[src/rtl/assert_macros.svh]
// assertion helper macros for the pattern unpacker rtl
// expects clk_i and rst_ni in the scope of each use
`ifndef ASSERT_MACROS_SVH
`define ASSERT_MACROS_SVH

// property checked at every rising clock edge outside reset
`define ASSERT_CLK(label, prop, msg) \
  label: assert property (@(posedge clk_i) disable iff (!rst_ni) (prop)) else $error(msg);

// condition that must never be true outside reset
`define ASSERT_NEVER(label, cond, msg) \
  label: assert property (@(posedge clk_i) disable iff (!rst_ni) !(cond)) else $error(msg);

`endif

[src/rtl/itpu_pkg.sv]
// shared types and constants of the pattern unpacker
// no dependencies
`timescale 1ns / 1ps

package itpu_pkg;

  // per-channel stores are always indexed by six channel bits
  localparam int StoreDepth  = 64;
  localparam int ChanW       = 6;
  localparam int MaskW       = 8;
  localparam int DefChannels = 64;

  // configuration register indexes
  localparam logic RegPatternRows  = 1'b0;
  localparam logic RegPatternBytes = 1'b1;

  // register reset values
  localparam logic [15:0] PatternRowsRst  = 16'd64;
  localparam logic [15:0] PatternBytesRst = 16'd0;

  // field codes
  localparam logic [7:0] NoteLimit    = 8'd120;
  localparam logic [7:0] InstrMax     = 8'd31;
  localparam logic [7:0] VolLimit     = 8'd64;
  localparam logic [7:0] FxSpeedA     = 8'd1;
  localparam logic [7:0] FxSpeedB     = 8'd20;
  localparam logic [3:0] FxSetVolume  = 4'hC;
  localparam logic [3:0] FxSetSpeed   = 4'hF;
  localparam logic [6:0] MinChannels  = 7'd4;

  // one channel event as kept in the last-event store
  typedef struct packed {
    logic       note_valid;
    logic [6:0] note;
    logic [4:0] instrument;
    logic [3:0] effect;
    logic [7:0] effect_param;
  } event_t;

  localparam int EventW = $bits(event_t);

  // one result item, last field in the lowest bits
  typedef struct packed {
    logic [6:0]  channels_seen;
    logic [7:0]  effect_param;
    logic [3:0]  effect;
    logic [4:0]  instrument;
    logic [6:0]  note;
    logic        note_valid;
    logic [5:0]  channel;
    logic [15:0] row;
  } result_t;

  localparam int ResultW = $bits(result_t);

endpackage

[src/rtl/itpu_ram.sv]
// generic single-write, single-read ram with registered read data
// no dependencies
`timescale 1ns / 1ps

module itpu_ram #(
  parameter int WIDTH = 8,
  parameter int DEPTH = 64
) (
  input  logic                     clk_i,
  input  logic                     we_i,
  input  logic [$clog2(DEPTH)-1:0] waddr_i,
  input  logic [WIDTH-1:0]         wdata_i,
  input  logic                     re_i,
  input  logic [$clog2(DEPTH)-1:0] raddr_i,
  output logic [WIDTH-1:0]         rdata_o
);

  logic [WIDTH-1:0] mem_q [DEPTH];
  logic [WIDTH-1:0] rdata_q;

  // write port
  always_ff @(posedge clk_i) begin
    if (we_i) begin
      mem_q[waddr_i] <= wdata_i;
    end
  end

  // read port, old data on a same-address write
  always_ff @(posedge clk_i) begin
    if (re_i) begin
      rdata_q <= mem_q[raddr_i];
    end
  end

  assign rdata_o = rdata_q;

endmodule

[src/rtl/it_pattern_unpacker_core.sv]
// packed tracker pattern unpacker, top level
// depends on itpu_pkg, itpu_ram and assert_macros.svh
//
// usage:
//   s_axis carries one packed pattern byte per item in tdata; tuser is the
//   pattern start flag, set on the first byte of a pattern.
//   m_axis carries one decoded channel event per completed entry of a channel below CHANNELS.
//   the apb port holds pattern_rows (0x0) and pattern_bytes (0x4); write
//   them only while the block is idle.
// timing:
//   one byte per cycle while the output queue has room. a byte is read into
//   the channel stores at acceptance and registered into the decode stage,
//   where its result goes into a two-entry output queue once that has room;
//   m_axis_tvalid rises once the result of a completed entry is in the queue.
//   the mask and last-event stores are rams with registered reads; a write
//   and a read of the same entry at the same edge are forwarded.
// reset and stall:
//   reset loads the register defaults and marks every store entry empty, so
//   it reads as zero; pattern start marks every entry empty too, no sweep.
//   while m_axis is stalled the queue holds up to two results; once it is
//   full the decode stage holds and s_axis_tready drops.
`timescale 1ns / 1ps
`include "assert_macros.svh"

module it_pattern_unpacker_core
  import itpu_pkg::*;
#(
  parameter int CHANNELS = DefChannels
) (
  input  logic        clk_i,
  input  logic        rst_ni,
  // input stream
  input  logic        s_axis_tvalid,
  output logic        s_axis_tready,
  input  logic [7:0]  s_axis_tdata,   // [7:0] data_byte
  input  logic        s_axis_tuser,   // [0] pattern_start
  // output stream
  output logic        m_axis_tvalid,
  input  logic        m_axis_tready,
  // [15:0] row, [21:16] channel, [22] note_valid, [29:23] note,
  // [34:30] instrument, [38:35] effect, [46:39] effect_param,
  // [53:47] channels_seen, [55:54] zero
  output logic [55:0] m_axis_tdata,
  // configuration
  input  logic        psel,
  input  logic        penable,
  input  logic        pwrite,
  input  logic [2:0]  paddr,
  input  logic [31:0] pwdata,
  output logic [31:0] prdata,
  output logic        pready
);

  // parse phases
  localparam logic [2:0] PhChan  = 3'd0;
  localparam logic [2:0] PhMask  = 3'd1;
  localparam logic [2:0] PhNote  = 3'd2;
  localparam logic [2:0] PhIns   = 3'd3;
  localparam logic [2:0] PhVol   = 3'd4;
  localparam logic [2:0] PhFx    = 3'd5;
  localparam logic [2:0] PhParam = 3'd6;

  localparam logic [ChanW:0] ChanLimit = (ChanW + 1)'(CHANNELS);

  // first phase selected by the mask from field index start, else channel
  function automatic logic [2:0] next_phase(input logic [3:0] m, input logic [2:0] start);
    logic [2:0] r;
    r = PhChan;
    for (int i = 3; i >= 0; i--) begin
      if (3'(i) >= start && m[i]) begin
        r = PhNote + 3'(i);
      end
    end
    return r;
  endfunction

  // configuration registers
  logic [15:0] pattern_rows_q, pattern_bytes_q;
  logic        cfg_wr;

  assign pready = 1'b1;
  assign cfg_wr = psel && penable && pwrite && pready;

  always_ff @(posedge clk_i or negedge rst_ni) begin
    if (!rst_ni) begin
      pattern_rows_q  <= PatternRowsRst;
      pattern_bytes_q <= PatternBytesRst;
    end else if (cfg_wr) begin
      unique case (paddr[2])
        RegPatternRows:  pattern_rows_q  <= pwdata[15:0];
        RegPatternBytes: pattern_bytes_q <= pwdata[15:0];
        default: ;
      endcase
    end
  end

  always_comb begin
    unique case (paddr[2])
      RegPatternRows:  prdata = {16'd0, pattern_rows_q};
      RegPatternBytes: prdata = {16'd0, pattern_bytes_q};
      default:         prdata = 32'd0;
    endcase
  end

  // handshake between acceptance, decode stage and output queue
  logic       s_accept, b_fire;
  logic       b_valid_q;
  logic [7:0] b_byte_q;
  logic       b_start_q;
  logic [1:0] out_cnt_q;
  logic       out_full;

  assign out_full      = (out_cnt_q == 2'd2);
  assign b_fire        = b_valid_q && !out_full;
  assign s_axis_tready = !b_valid_q || b_fire;
  assign s_accept      = s_axis_tvalid && s_axis_tready;

  // store read address from the incoming byte as if it were a channel byte
  logic [ChanW-1:0] rd_addr;
  assign rd_addr = s_axis_tdata[ChanW-1:0] - ChanW'(1);

  // decode stage register
  always_ff @(posedge clk_i or negedge rst_ni) begin
    if (!rst_ni) begin
      b_valid_q <= 1'b0;
    end else if (s_axis_tready) begin
      b_valid_q <= s_axis_tvalid;
    end
  end

  always_ff @(posedge clk_i) begin
    if (s_accept) begin
      b_byte_q  <= s_axis_tdata;
      b_start_q <= s_axis_tuser;
    end
  end

  // parse state
  logic [2:0]       phase_q, phase_d;
  logic [15:0]      row_q, row_d;
  logic [15:0]      bcnt_q, bcnt_d;
  logic [ChanW-1:0] cur_ch_q, cur_ch_d;
  logic [MaskW-1:0] mask_q, mask_d;
  event_t           ev_q;
  logic [7:0]       hold_q, hold_d;
  logic [ChanW:0]   maxch_q, maxch_d;

  // stores
  logic             mask_we, ev_we;
  logic [ChanW-1:0] ev_waddr;
  logic [MaskW-1:0] mask_rdata;
  event_t           ev_rdata, ev_d;

  itpu_ram #(
    .WIDTH (MaskW),
    .DEPTH (StoreDepth)
  ) u_mask_ram (
    .clk_i   (clk_i),
    .we_i    (b_fire && mask_we),
    .waddr_i (cur_ch_q),
    .wdata_i (b_byte_q),
    .re_i    (s_accept),
    .raddr_i (rd_addr),
    .rdata_o (mask_rdata)
  );

  itpu_ram #(
    .WIDTH (EventW),
    .DEPTH (StoreDepth)
  ) u_event_ram (
    .clk_i   (clk_i),
    .we_i    (b_fire && ev_we),
    .waddr_i (ev_waddr),
    .wdata_i (ev_d),
    .re_i    (s_accept),
    .raddr_i (rd_addr),
    .rdata_o (ev_rdata)
  );

  // forwarding of a write that lands at the edge of the read
  logic             fwd_m_hit_q, fwd_e_hit_q;
  logic [MaskW-1:0] fwd_m_data_q;
  event_t           fwd_e_data_q;

  always_ff @(posedge clk_i or negedge rst_ni) begin
    if (!rst_ni) begin
      fwd_m_hit_q <= 1'b0;
      fwd_e_hit_q <= 1'b0;
    end else if (s_accept) begin
      fwd_m_hit_q <= b_fire && mask_we && (cur_ch_q == rd_addr);
      fwd_e_hit_q <= b_fire && ev_we && (ev_waddr == rd_addr);
    end
  end

  always_ff @(posedge clk_i) begin
    if (s_accept) begin
      fwd_m_data_q <= b_byte_q;
      fwd_e_data_q <= ev_d;
    end
  end

  // entry valid flags, an empty entry reads as zero
  logic [StoreDepth-1:0] mask_vld_q, mask_vld_d;
  logic [StoreDepth-1:0] ev_vld_q, ev_vld_d;

  // decode of the byte in the stage
  logic [ChanW-1:0] b_ch;
  logic [MaskW-1:0] mask_rd;
  event_t           ev_rd;
  logic [15:0]      row_c, bcnt_c;
  logic [2:0]       phase_c;
  logic             used_up;
  logic             emit;
  logic [3:0]       adv_mask;
  logic [2:0]       adv_start;
  logic             adv;

  assign b_ch = b_byte_q[ChanW-1:0] - ChanW'(1);

  always_comb begin
    // store reads after forwarding and clearing
    mask_rd = '0;
    ev_rd   = '0;
    if (!b_start_q && mask_vld_q[b_ch]) begin
      mask_rd = fwd_m_hit_q ? fwd_m_data_q : mask_rdata;
    end
    if (!b_start_q && ev_vld_q[b_ch]) begin
      ev_rd = fwd_e_hit_q ? fwd_e_data_q : ev_rdata;
    end

    // pattern start clears counters before the byte is parsed
    row_c   = b_start_q ? 16'd0 : row_q;
    bcnt_c  = b_start_q ? 16'd0 : bcnt_q;
    phase_c = b_start_q ? PhChan : phase_q;
    used_up = (bcnt_c >= pattern_bytes_q) || (row_c >= pattern_rows_q);

    row_d     = row_c;
    bcnt_d    = bcnt_c + ((bcnt_c != 16'hFFFF) ? 16'd1 : 16'd0);
    phase_d   = phase_c;
    cur_ch_d  = cur_ch_q;
    mask_d    = mask_q;
    ev_d      = ev_q;
    hold_d    = hold_q;
    maxch_d   = maxch_q;
    mask_we   = 1'b0;
    adv       = 1'b0;
    adv_mask  = mask_q[3:0];
    adv_start = 3'd0;

    unique case (phase_c)
      PhChan: begin
        if (used_up) begin
          phase_d = PhChan;
        end else if (b_byte_q == 8'd0) begin
          row_d = row_c + ((row_c != 16'hFFFF) ? 16'd1 : 16'd0);
        end else begin
          cur_ch_d = b_ch;
          if ({1'b0, b_ch} + (ChanW + 1)'(1) > maxch_q) begin
            maxch_d = {1'b0, b_ch} + (ChanW + 1)'(1);
          end
          ev_d = ev_rd;
          if (b_byte_q[7]) begin
            phase_d = PhMask;
          end else begin
            mask_d   = mask_rd;
            adv      = 1'b1;
            adv_mask = mask_rd[3:0];
          end
        end
      end
      PhMask: begin
        mask_d   = b_byte_q;
        mask_we  = 1'b1;
        adv      = 1'b1;
        adv_mask = b_byte_q[3:0];
      end
      PhNote: begin
        if (b_byte_q < NoteLimit) begin
          ev_d.note_valid = 1'b1;
          ev_d.note       = b_byte_q[6:0];
        end else begin
          ev_d.note_valid = 1'b0;
          ev_d.note       = 7'd0;
        end
        adv       = 1'b1;
        adv_start = 3'd1;
      end
      PhIns: begin
        ev_d.instrument = (b_byte_q > InstrMax) ? InstrMax[4:0] : b_byte_q[4:0];
        adv             = 1'b1;
        adv_start       = 3'd2;
      end
      PhVol: begin
        if (b_byte_q <= VolLimit) begin
          ev_d.effect       = FxSetVolume;
          ev_d.effect_param = b_byte_q;
        end
        adv       = 1'b1;
        adv_start = 3'd3;
      end
      PhFx: begin
        hold_d  = b_byte_q;
        phase_d = PhParam;
      end
      PhParam: begin
        if (hold_q == FxSpeedA || hold_q == FxSpeedB) begin
          ev_d.effect       = FxSetSpeed;
          ev_d.effect_param = b_byte_q;
        end
        adv       = 1'b1;
        adv_start = 3'd4;
      end
      default: begin
        phase_d = PhChan;
      end
    endcase

    // move to the next selected field, finish the entry when none is left
    ev_we = 1'b0;
    emit  = 1'b0;
    if (adv) begin
      phase_d = next_phase(adv_mask, adv_start);
      if (phase_d == PhChan) begin
        ev_we = 1'b1;
        emit  = ({1'b0, cur_ch_d} < ChanLimit);
      end
    end
    ev_waddr = cur_ch_d;

    // valid flags after this byte
    mask_vld_d = b_start_q ? '0 : mask_vld_q;
    ev_vld_d   = b_start_q ? '0 : ev_vld_q;
    if (mask_we) begin
      mask_vld_d[cur_ch_q] = 1'b1;
    end
    if (ev_we) begin
      ev_vld_d[ev_waddr] = 1'b1;
    end
  end

  // parse state update
  always_ff @(posedge clk_i or negedge rst_ni) begin
    if (!rst_ni) begin
      phase_q    <= PhChan;
      row_q      <= 16'd0;
      bcnt_q     <= 16'd0;
      cur_ch_q   <= '0;
      mask_q     <= '0;
      ev_q       <= '0;
      hold_q     <= 8'd0;
      maxch_q    <= MinChannels;
      mask_vld_q <= '0;
      ev_vld_q   <= '0;
    end else if (b_fire) begin
      phase_q    <= phase_d;
      row_q      <= row_d;
      bcnt_q     <= bcnt_d;
      cur_ch_q   <= cur_ch_d;
      mask_q     <= mask_d;
      ev_q       <= ev_d;
      hold_q     <= hold_d;
      maxch_q    <= maxch_d;
      mask_vld_q <= mask_vld_d;
      ev_vld_q   <= ev_vld_d;
    end
  end

  // result assembly
  result_t res;

  always_comb begin
    res.row           = row_c;
    res.channel       = cur_ch_d;
    res.note_valid    = ev_d.note_valid;
    res.note          = ev_d.note;
    res.instrument    = ev_d.instrument;
    res.effect        = ev_d.effect;
    res.effect_param  = ev_d.effect_param;
    res.channels_seen = maxch_d;
  end

  // two-entry output queue
  result_t out_mem_q [2];
  logic    out_wr_ptr_q, out_rd_ptr_q;
  logic    out_push, out_pop;

  assign out_push = b_fire && emit;
  assign out_pop  = m_axis_tvalid && m_axis_tready;

  always_ff @(posedge clk_i or negedge rst_ni) begin
    if (!rst_ni) begin
      out_cnt_q    <= 2'd0;
      out_wr_ptr_q <= 1'b0;
      out_rd_ptr_q <= 1'b0;
    end else begin
      if (out_push) begin
        out_wr_ptr_q <= !out_wr_ptr_q;
      end
      if (out_pop) begin
        out_rd_ptr_q <= !out_rd_ptr_q;
      end
      out_cnt_q <= out_cnt_q + (out_push ? 2'd1 : 2'd0) - (out_pop ? 2'd1 : 2'd0);
    end
  end

  always_ff @(posedge clk_i) begin
    if (out_push) begin
      out_mem_q[out_wr_ptr_q] <= res;
    end
  end

  assign m_axis_tvalid = (out_cnt_q != 2'd0);
  assign m_axis_tdata  = {(56 - ResultW)'(0), out_mem_q[out_rd_ptr_q]};

  // checks
  `ASSERT_NEVER(a_queue_bound, out_cnt_q == 2'd3, "output queue count beyond depth")
  `ASSERT_NEVER(a_push_when_full, out_push && out_full, "result pushed into full queue")
  `ASSERT_CLK(a_fx_then_param, (b_fire && !b_start_q && phase_q == PhFx) |=> (phase_q == PhParam), "effect code not followed by parameter phase")
  `ASSERT_CLK(a_fwd_needs_vld, (b_valid_q && !b_start_q && fwd_e_hit_q) |-> ev_vld_q[b_ch], "forwarded event entry not marked valid")

endmodule
[config.mk]
export PLATFORM = sky130hd
export DESIGN_NAME = it_pattern_unpacker_core
export DESIGN_NICKNAME = d
export VERILOG_FILES = /design/src/rtl/itpu_pkg.sv /design/src/rtl/itpu_ram.sv /design/src/rtl/it_pattern_unpacker_core.sv
export VERILOG_INCLUDE_DIRS = /design/src /design/src/rtl
export SDC_FILE = /design/constraint.sdc
export NUM_CORES = 2
export LEC_CHECK = 0
export BUFFER_PORTS_ARGS = -buffer_cell sky130_fd_sc_hd__buf_2
export CAP_MARGIN = 0
export CORE_MARGIN = 4
export CORE_UTILIZATION = 45
export DETAILED_ROUTE_END_ITERATION = 8
export GPL_ROUTABILITY_DRIVEN = 0
export SLEW_MARGIN = 15
export SYNTH_ARGS = -nofsm -noshare
export SYNTH_HDL_FRONTEND = slang
export SYNTH_SLANG_ARGS = --single-unit
export TNS_END_PERCENT = 20
[constraint.sdc]
create_clock -name clk_i -period 15.2 [get_ports clk_i]
set_clock_uncertainty 0.15 [all_clocks]
set_input_delay 3.04 -clock clk_i [delete_from_list [all_inputs] [get_ports clk_i]]
set_output_delay 3.04 -clock clk_i [all_outputs]
set_load 0.01 [all_outputs]
Word level (Yosys, flattened, before mapping)
Memories as Yosys holds them, arrays and structs flattened. A register that Yosys moved wholly into a read port is not among the register bits. Index checks and enable logic that the tools add are counted.

Bits of input ports: 51. Bits in latches: 0. Output and inout bits: 91. Memories: 3. Bits in read-only memories: 0. Bits in registers: 290. Memory bits (writable): 2220.

Memories: u_event_ram.mem_q (depth 64, width 25, rd ports 1, clocked after Yosys merged registers in 1, wr ports 1, RTL line itpu_ram.sv:18) `logic [WIDTH-1:0] mem_q [DEPTH];`; u_mask_ram.mem_q (depth 64, width 8, rd ports 1, clocked after Yosys merged registers in 1, wr ports 1, RTL line itpu_ram.sv:18); out_mem_q (depth 2, width 54, rd ports 1, clocked after Yosys merged registers in 0, wr ports 1, RTL line it_pattern_unpacker_core.sv:383) `result_t out_mem_q [2];`.

Add/sub/neg operators: 7. Shift operators: 0. Multiplexer cells: 73. Eq/ne operators: 16. $lt $le $gt $ge: 15. Multipliers: 0. Bitwise logic cells: 3. Divide/modulo/power cells: 0. Reduce and logical (&&, ||, !) cells: 35.

Operators by type and width (count): $mux W64 (4); $or A64 B64 Y64 (2); $mux W25 (4); $mux W16 (5); $pmux W32 S2 (1); $pmux W12 S3 (1); $add A16 B1 Y16 (2); $ge A16 B16 Y1 (2); $mux W4 (8); $ne A16 B16 Y1 const B (2); $mux W3 (10); $mux W7 (4); $mux W12 (2); $lt A6 B7 Y1 const B (3); $mux W1 (18); $mux W6 (3); $logic_and A1 B1 Y1 (17); $pmux W4 S2 (2); $pmux W8 S2 (1); $bmux W1 S6 (2); $demux W1 S6 (2); $eq A6 B6 Y1 (2); $ge A6 B1 Y1 const B (2); $pmux W3 S4 (1); 31 further kinds (49).

Longest topological paths before layout
Depth after elaboration: 22. Gate-level depth with buffers: 20. Gate-level depth less buffers: 14.

Modules after synthesis
A second synthesis with hierarchy kept.

Cell total of the unflattened synthesis: 5409. Area, all modules: 102587.1 um^2.

By module, submodules not included: itpu_ram (u_event_ram) (times used 1, cells each 2850, area each 62747.7 um^2, sequential area each 48796.8 um^2); itpu_ram (u_mask_ram) (times used 1, cells each 940, area each 20246.9 um^2, sequential area each 15615.0 um^2); it_pattern_unpacker_core (times used 1, cells each 1619, area each 19592.5 um^2, sequential area each 10692.8 um^2).

Worst setup path after synthesis
OpenSTA, ideal clock, no wires.

Path kind: flip-flop to flip-flop. Start: register b_byte_q[0]. End: memory out_mem_q[0][0] in the netlist's numbering (enable). Cell stages (with the launch flop): 16. Setup slack: 5.392 ns. Period minus slack after synthesis: 9.808 ns. Arrival: 9.059 ns. Cells stage by stage: edfxtp_1 > buf_6 > buf_6 > buf_6 > inv_1 > ha_1 > buf_2 > buf_1 > mux4_2 > mux2i_1 > o21ai_0 > a31oi_1 > a21oi_1 > nand3_1 > o211ai_1 > nor4_1.

Cells in the longest elaborated chain, start to end: 21.

Ends and longest elaborated chain: start: declaration (RTL line it_pattern_unpacker_core.sv:108) `logic [7:0] b_byte_q;`; start signal: assignment (RTL line it_pattern_unpacker_core.sv:133) `b_byte_q <= s_axis_tdata;`; $sub A6 B1 Y6 (RTL line it_pattern_unpacker_core.sv:218) `assign b_ch = b_byte_q[ChanW-1:0] - ChanW'(1);`; $bmux W1 S6 (RTL line it_pattern_unpacker_core.sv:224) `if (!b_start_q && mask_vld_q[b_ch]) begin`; $mux W1 (implied by the code) (RTL line it_pattern_unpacker_core.sv:224); $logic_and A1 B1 Y1 (RTL line it_pattern_unpacker_core.sv:224); $mux W4 (RTL line it_pattern_unpacker_core.sv:224); $mux W4 (RTL line it_pattern_unpacker_core.sv:262) `if (b_byte_q[7]) begin`; $mux W4 (RTL line it_pattern_unpacker_core.sv:254) `end else if (b_byte_q == 8'd0) begin`; $mux W4 (RTL line it_pattern_unpacker_core.sv:252) `if (used_up) begin`; (+2 left out); $mux W3 (4 in series) (RTL line it_pattern_unpacker_core.sv:70) `if (3'(i) >= start && m[i]) begin`; $mux W3 (RTL line it_pattern_unpacker_core.sv:321) `if (adv) begin`; $logic_not A3 Y1 (RTL line it_pattern_unpacker_core.sv:323) `if (phase_d == PhChan) begin`; $mux W1 (RTL line it_pattern_unpacker_core.sv:323); $mux W1 (*) (RTL line it_pattern_unpacker_core.sv:321); $logic_and A1 B1 Y1 (*) (RTL line it_pattern_unpacker_core.sv:387) `assign out_push = b_fire && emit;`; $mux W1 (*) (RTL line it_pattern_unpacker_core.sv:407) `if (out_push) begin`; $mux W1 (implied by the code) (*) (RTL line it_pattern_unpacker_core.sv:408) `out_mem_q[out_wr_ptr_q] <= res;`; end: declaration (RTL line it_pattern_unpacker_core.sv:383).

Mark *: on every way between the ends. The rest lies on a longest branch, timed or not. The select of a mux whose other input is x is not followed.

Final worst setup path
Start: input port s_axis_tdata[0]. End: register u_event_ram.rdata_q[16] (netlist: u_event_ram.rdata_o[16]), read port of u_event_ram.mem_q (data pin).

Cells in the longest elaborated chain, start to end: 1.

Ends and longest elaborated chain: start: declaration (RTL line it_pattern_unpacker_core.sv:35) `input logic [7:0] s_axis_tdata,`; $sub A6 B1 Y6 (RTL line it_pattern_unpacker_core.sv:120) `assign rd_addr = s_axis_tdata[ChanW-1:0] - ChanW'(1);`; end: declaration (RTL line itpu_ram.sv:19) `logic [WIDTH-1:0] rdata_q;`.

Every way passes these cells. A chain may end at the register's enable or synchronous reset.

==> reports/results.ini <==
[clock_tree]
ctsRootBufferMaster=clkbuf_16
worstSkewPairLatency_ps=840
htreeDepth=4
clkTransAtPathRegs_ps=60
numClockSinks=2283
cts-buffers-inserted=220
cts_resized=0
cts_tree=done
hold_buffers=0
cts_max_path_buffers=3
postCtsSetupRepairBufs=0

[global_routing]
grt_use_total_pct=21.48
grt_max_degree=173
first_global_vias=45301
grt_antenna_before_repair=9
grt_pass1_wl_mm=326.7
grt-ovfl-total=0

[sta]
fin_crit_ps=8012
max_freq_mhz=124.8
period_share_pct=52.71
timing.slew.headroom_pct=19.54
final.setup.tns_ps=0
layout_setup_ws_ps=7188
worstMarginPinSlew_ps=1204
hold_violations=0
drv_slew=0
setup_violations=0
fin_hold_ws_ps=320.0
rsz0062_at_grt=no

[final_layout]
multiInputGateArea_um2=23340
fillers=15703
seqCellArea_um2=67300
fin_util_pct=51.27
drive_above_1_share_pct=29.30
final_nets=4774
area_growth_pct=12.88

[power]
p_sw_uw=4182
powerDensity_nw_per_um2=150.9
pwr-share-clk_pct=34.8
ir_worst_vdd_mv=0.1402
pwr-share-comb_pct=15.4
p_seq_share_pct=49.8
internal_power_uw=11330
switching_share_pct=26.97
p_leak_uw=0.03299

[detailed_routing]
wl_met2_mm=110.6
firstDrtPassIters=6
top_layer_used=met5
drc_errors=0
dr_wl_met3_mm=14.89
wl_met1_mm=94.07
drt_iter0_markers=4870
wl_mm=224.6
ant_nets=0
vias_per_cell=5.920
vias=44523
wl_per_cell_um=29.87

[logic_synthesis]
ys_ff_latch=2283
synth.area.top_cells=edfxtp_1, mux4_2, dfrtp_1, mux2_2, nor2_1
synth.avg_cell_area_um2=20.31
yosys.area.top_type=edfxtp_1
synth-edff-count=2031
synth.distinct_cells=74
netlist_instances=4483
yosysWarnings=0
synth.top_cell.area_share_pct=66.97
yosysSeqAreaShare_pct=73.90
synth-main-ff-cell=edfxtp_1
ys_async_sr_fraction_pct=11.04
syn_area_um2=91060

[placement]
pre_cts_ws_ps=6152
dp_hpwl_mm=124.5
io_buffers=104

[worst_setup_path]
crit_path_max_fanout=94
cp-start-kind=input port
endpoint_kind=flip-flop
worstPathRequired_ps=15610
path_class=in -> reg
crit_arrival_ps=8430

[floorplanning]
rows=164
pin_count=142
die_area_um2=209600
core_um2=200500
start_util_pct=45.42
die_h_um=457.9
die_x_um=457.9

[outcome]
outcome=complete, no violations

[flow_run]
maxCapViolations=0

[min_path]
hp-class=reg -> reg

==> worst max-delay path, cell delays in order <==
cell    delay [ps]
buf_8          390
buf_4          610
buf_4          840
buf_12         670
buf_4          840
mux4_2         610
mux4_2         640
mux4_2         500
==> stage by stage <==
step	total power, µW	cells	area (µm²)
finish	15510	7521	102800
global route	16070	7515	102800
CTS	15630	7507	102600
detailed placement	10260	7102	95550
global placement	10190	7102	95550
floorplan	9200	4500	91130
==> metal layers <==
layer,track usage (%),vias to the layer above
met1,30.79,24007
met2,35.17,1556
met3,3.241,270
met5,0,-
li1,-,18688
met4,5.029,2
==> area by class of cell <==
class                   instances  share of cell area [%]
multi-input cells            1907                   22.71
inverters                      53                  0.1948
repair buffers                209                   1.495
clock buffers                 272                   5.627
diodes                          8                 0.01948
clock inverters               133                   1.251
flip-flops and latches       2283                   65.47
well taps                    2656                   3.233
==> cells by family after synthesis <==
family	after synthesis	share of synthesized area, %
DFF	2283	73.90
AOI/OAI and AO/OA	373	2.631
xor gates and xnor gates	54	0.5276
muxes	797	17.83
buffers and inverters	310	1.411
adders and majority gates	49	0.6732
other	2	0.008247
and+or+nand+nor	615	3.023
==> sequential cells by signal, indices dropped and copies added (netlist names), 7 cells and up <==
name	count
row_q	16
fwd_e_data_q	25
maxch_q	7
ev_q	25
u_event_ram.mem_q	1600
bcnt_q	16
hold_q	8
ev_vld_q	64
u_event_ram.rdata_o	25
b_byte_q	8
out_mem_q	108
pattern_bytes_q	16
pattern_rows_q	16
mask_vld_q	64
u_mask_ram.mem_q	256
==> layout by cell type, fill, tap and decap left out, drive strengths merged, types with 12 or more instances in the layout <==
cell type,instances
a21o,75
a21oi,75
buf,209
bufinv,21
clkbuf,272
clkinv,97
conb,19
dfrtp,250
edfxtp,2031
ha,49
inv,58
mux2,128
mux2i,22
mux4,647
nand2,216
nand2b,12
nand3,37
nand4,15
nor2,218
nor2b,37
nor3,22
o21ai,134
xnor2,29
xor2,25
==> path summary, 6_finish.rpt <==
| path | cells after the start | endpoint | slack (ps) | from |
|---|---|---|---|---|
| max | 8 | u_event_ram.rdata_o[16] | 7190 | s_axis_tdata[0] |
| min | 1 | mask_vld_q[37] | 320 | mask_vld_q[37] |
| max reg2reg | 15 | u_event_ram.mem_q[6][9] | 7880 | b_start_q |
| min reg2reg | 1 | mask_vld_q[37] | 320 | mask_vld_q[37] |
| max in group asynchronous | 3 | out_rd_ptr_q | 11360 | rst_ni |
| min in group asynchronous | 1 | mask_vld_q[18] | 2030 | rst_ni |
==> cell usage after synthesis, drive strengths merged, types with 25 or more instances <==
| library cell | number |
|---|---|
| mux2 | 128 |
| xnor2 | 29 |
| xor2 | 25 |
| o21ai | 134 |
| mux4 | 647 |
| nor2b | 37 |
| clkbuf | 175 |
| buf | 82 |
| a21oi | 75 |
| dfrtp | 250 |
| edfxtp | 2031 |
| nand2 | 216 |
| nand3 | 37 |
| inv | 53 |
| nor2 | 218 |
| a21o | 75 |
| ha | 49 |
==> power groups by stage <==
stage | sequential, µW | clock [µW] | combinational (µW)
2_1_floorplan | 7810 | 0 | 1390
6_report | 7730 | 5390 | 2380
4_1_cts | 7730 | 5490 | 2410
3_3_place_gp | 7840 | 0 | 2350
5_1_grt | 7750 | 5760 | 2560
3_5_place_dp | 7860 | 0 | 2400
Power figures use the tool's default switching activity.
